[src/pip_pkg.sv]
package pip_pkg;

  // Command codes carried by the cmd field
  localparam logic CMD_WRITE = 1'b0;
  localparam logic CMD_QUERY = 1'b1;

  // Sequencer states
  typedef enum logic [1:0] {
    ST_IDLE,
    ST_WALK,
    ST_DRAIN
  } pip_state_t;

  // Tag that travels with each memory read down the edge pipeline
  typedef struct packed {
    logic valid;     // a read was issued for this query
    logic has_edge;  // read closes an edge with the previous vertex
    logic last;      // final read of the query
  } pip_tag_t;

endpackage

[src/pip_vertex_mem.sv]
module pip_vertex_mem import pip_pkg::*; #(
  parameter int DEPTH = 64,
  parameter int AW    = 6,
  parameter int CW    = 32
) (
  input  logic          clk,
  input  logic          wr_en,
  input  logic [AW-1:0] wr_addr,
  input  logic [CW-1:0] wr_x,
  input  logic [CW-1:0] wr_y,
  input  logic [AW-1:0] rd_addr,
  output logic [CW-1:0] rd_x,
  output logic [CW-1:0] rd_y
);

  logic [CW-1:0] mem_x [DEPTH];
  logic [CW-1:0] mem_y [DEPTH];

  // Store one vertex
  always_ff @(posedge clk) begin
    if (wr_en) begin
      mem_x[wr_addr] <= wr_x;
      mem_y[wr_addr] <= wr_y;
    end
  end

  // Read one vertex through registered outputs
  always_ff @(posedge clk) begin
    rd_x <= mem_x[rd_addr];
    rd_y <= mem_y[rd_addr];
  end

endmodule

[config.mk]
export PLATFORM = sky130hd
export DESIGN_NAME = pip_vertex_mem
export DESIGN_NICKNAME = d
export VERILOG_FILES = /design/src/pip_pkg.sv /design/src/pip_vertex_mem.sv
export SDC_FILE = /design/constraint.sdc
export NUM_CORES = 2
export LEC_CHECK = 0
export BUFFER_PORTS_ARGS = -buffer_cell sky130_fd_sc_hd__buf_2
export CORE_MARGIN = 4
export CORE_UTILIZATION = 45
export DETAILED_ROUTE_END_ITERATION = 10
export HOLD_SLACK_MARGIN = 0.06
export PLACE_DENSITY_LB_ADDON = 0.2
export SETUP_SLACK_MARGIN = 0.02
export SLEW_MARGIN = 20
export SYNTH_ARGS = -nofsm -noshare
export SYNTH_HDL_FRONTEND = slang
export SYNTH_SLANG_ARGS = --single-unit
[constraint.sdc]
create_clock -name clk -period 5.74 [get_ports clk]
set_input_delay 0 -clock clk [delete_from_list [all_inputs] [get_ports clk]]
set_output_delay 0 -clock clk [all_outputs]
set_load 0.01 [all_outputs]
==> metrics.txt <==
status=complete, no violations; syn avg cell area=around 24 um^2; largest family of logic cells by synthesized area=multiplexers; yosys warns=0; first-pass detailed-route iteration total=6; gr ovfl total=0; vias in the first global route=76.5k; row count=around 220; CTS sink cnt=between 4k and 5k; hold worst-path end=mem_x[38][22]; cts hold-fix bufs=69; largest net degree at the start of global routing=129; clock-pin slew on the worst setup and hold paths=around 0.060 ns; R2R Setup Slk=between 3 and 4 ns; Buffers on Ports=141; RSZ-0062 raised after global routing=no; final hold violations=0; First DRT Iteration DRCs=11.4k; synthesized area=approximately 160000 um^2; setup bufs post-CTS=0; Reg2Reg Depth=4; Post-DRT Antenna Nets=0; dpl ws=2.23 ns; Max VDD drop=approximately 0.00025 V; routability cong.=~0.8; Via-to-Cell Ratio=6.41; Die Footprint=around 360000 um^2; clk_lat worst skew=0.96 ns; Worst Hold Depth=2; Top Ports=approximately 140; Mapped Cells=approximately 6.5k; routed vias=roughly 76k; Syn Nets=between 6k and 7k; CP max-delay cell=a211oi_1; CP max stage delay=0.85 ns; crit share post-route=between 40% and 50%; multiplexer share of the synthesized area=between 15 and 20%; Post-Synth XOR/XNOR Area=0%; die width=596 um; Seq cells post-synth=4160; first-pass GRT wire length=approximately 630 mm; hold_sp=wr_x[22]; compound-gate portion of the synthesized area=2.80%; Worst Skew=between 0.02 and 0.03 ns; Final TNS setup=0 ns; Req. time, crit path=approximately 6.6 ns; post-cts sizing count=0; relative slew slack=between 20% and 30%; post-DR wirelength/cell=38.0 um; Die Y=between 500 and 600 um; Min-Delay Path Class=in -> reg; share of layout cells above drive strength 1=28.3%; Post-route DRC=0; Fmax=between 300 and 400 MHz; crit-path max FO=13; Net count, final=approximately 7.1k; Area Overhead vs Synth=14.1%; critical path class=in -> reg; Maximum Capacitance Violations=0; R2R Path End=rd_x[14]; CP Cell Sequence=dlygate4sd3_1 > buf_2 > buf_4 > or3b_1 > buf_4 > o22ai_1 > a211oi_1 > o211a_1; Worst EP arrival=3.71 ns; delay-heaviest family, CP=buffers and inverters; Slew @ Worst Pin=~1.2 ns; Final WS setup=~2.9 ns; Critical path buffers and inverters=4; Setup crit end kind=register; final setup vio count=0; Num CTS Buffers=between 400 and 500; Core ar.=~340000 um^2; max-slew violations=0; Post-Synth Simple-Gate Area=less than 1%; Most common cell on crit path=buf_4; Period minus WS final=2.85 ns; Placed Area=around 160000 um^2; Design Power=between 0.06 and 0.07 W; Starting Density=about 45%; Setup crit start kind=input port; library cells used by synthesis=30; depth of the CTS H-tree=5; root buf cell=clkbuf_16; dpl hpwl=roughly 240 mm; final design utilization=51.7%; initial antenna violation count=33; Leak Pwr=between 50 and 60 nW; finished layout cell area=approximately 180000 um^2; launching point of the worst reg2reg path=mem_x[11][14]; CTS tree=built; post-synthesis adder-cell area fraction=0%; post-synthesis sequential area ratio=around four fifths; final WL=453 mm; PwrDens=360 nW/um^2; GR Util All Layers=between 20% and 30%; maximum clock insertion buffer count=4
[area by class of cell]
class	instances	area, um^2
Fill cell	26300	166000
Tap cell	4557	5700
Sequential cell	4160	124000
Antenna cell	10	25.0
Clock inverter	238	2330
Multi-Input combinational cell	1967	30200
Clock buffer	541	11400
Timing Repair Buffer	436	3950
Inverter	1	3.75
[report_power, final]
group	internal (W)	switching, W
sequential	0.0336	0.000155
clock	0.0159	0.0114
combinational	0.00107	0.00193
total	0.0506	0.0135
[routing by layer]
metal / GRT usage [%] / share of wire (%) / up-vias
met2: 39.5 / 47 / 4243
met4: 5.32 / 2.2 / 14
met1: 37.3 / 40 / 42200
li1: - / - / 29300
met3: 4.96 / 9.9 / 597
met5: 0 / 0.018 / -
[registers in the layout, summed over array words and instances (netlist names)]
name,cells
rd_y,32
mem_x,2048
mem_y,2048
rd_x,32
[synth_stat cells, drive strengths merged]
master,instances,area share (%)
nand3b,4,0.019
nand3,133,0.43
a21oi,25,0.080
buf,236,0.90
or3,3,0.012
or3b,4,0.022
dfxtp,64,0.82
o211a,64,0.41
nor2,110,0.26
edfxtp,4096,79
a211oi,63,0.30
nor2b,7,0.028
a22oi,256,1.2
and2,3,0.012
nand4,1,0.0040
a221oi,1,0.0056
clkbuf,141,0.34
o221ai,64,0.36
nand2b,4,0.016
nand2,7,0.017
o22ai,102,0.41
inv,1,0.0024
or2,2,0.0080
mux4,1024,15
mux2i,90,0.58
[how the worst max path moves through the flow]
stage | start | endpoint | slack, ns | depth (start not counted)
5_1_grt | rd_addr[3] | rd_x[16] | 2.84 | 8
6_report | rd_addr[3] | rd_x[16] | 2.89 | 8
3_3_place_gp | rd_addr[0] | rd_x[15] | 2.20 | 7
4_1_cts | rd_addr[1] | rd_x[4] | 2.99 | 9
3_5_place_dp | rd_addr[0] | rd_x[15] | 2.23 | 7
2_1_floorplan | wr_addr[4] | mem_x[16][0] | 1.74 | 4
[kinds of logic (layout without fill, tap and decap cells)]
logic type	after synthesis	after routing
AOI/OAI and AO/OA	575	575
buffers and inverters	378	1216
DFF	4160	4160
muxes	1114	1114
other	0	10
and+or+nand+nor	278	278
[placed cells by master, fill, tap and decap left out, drive strengths merged, types with 9 or more instances in the layout]
cell type and n:
edfxtp 4096, mux4 1024, clkbuf 541, buf 366
a22oi 256, clkinv 169, nand3 133, nor2 110
o22ai 102, mux2i 90, dlygate4sd3 70, o221ai 64
o211a 64, dfxtp 64, a211oi 63, bufinv 43
a21oi 25, clkinvlp 18, diode 10, inv 9
[stage by stage]
step                      hold slack [ns]  instances
after floorplan                    0.0989       6505
after global placement              0.407      11000
after detailed placement            0.404      11100
after CTS                          0.0976      11900
after global routing                0.153      11900
final                               0.145      11900
Power figures use the tool's default switching activity.
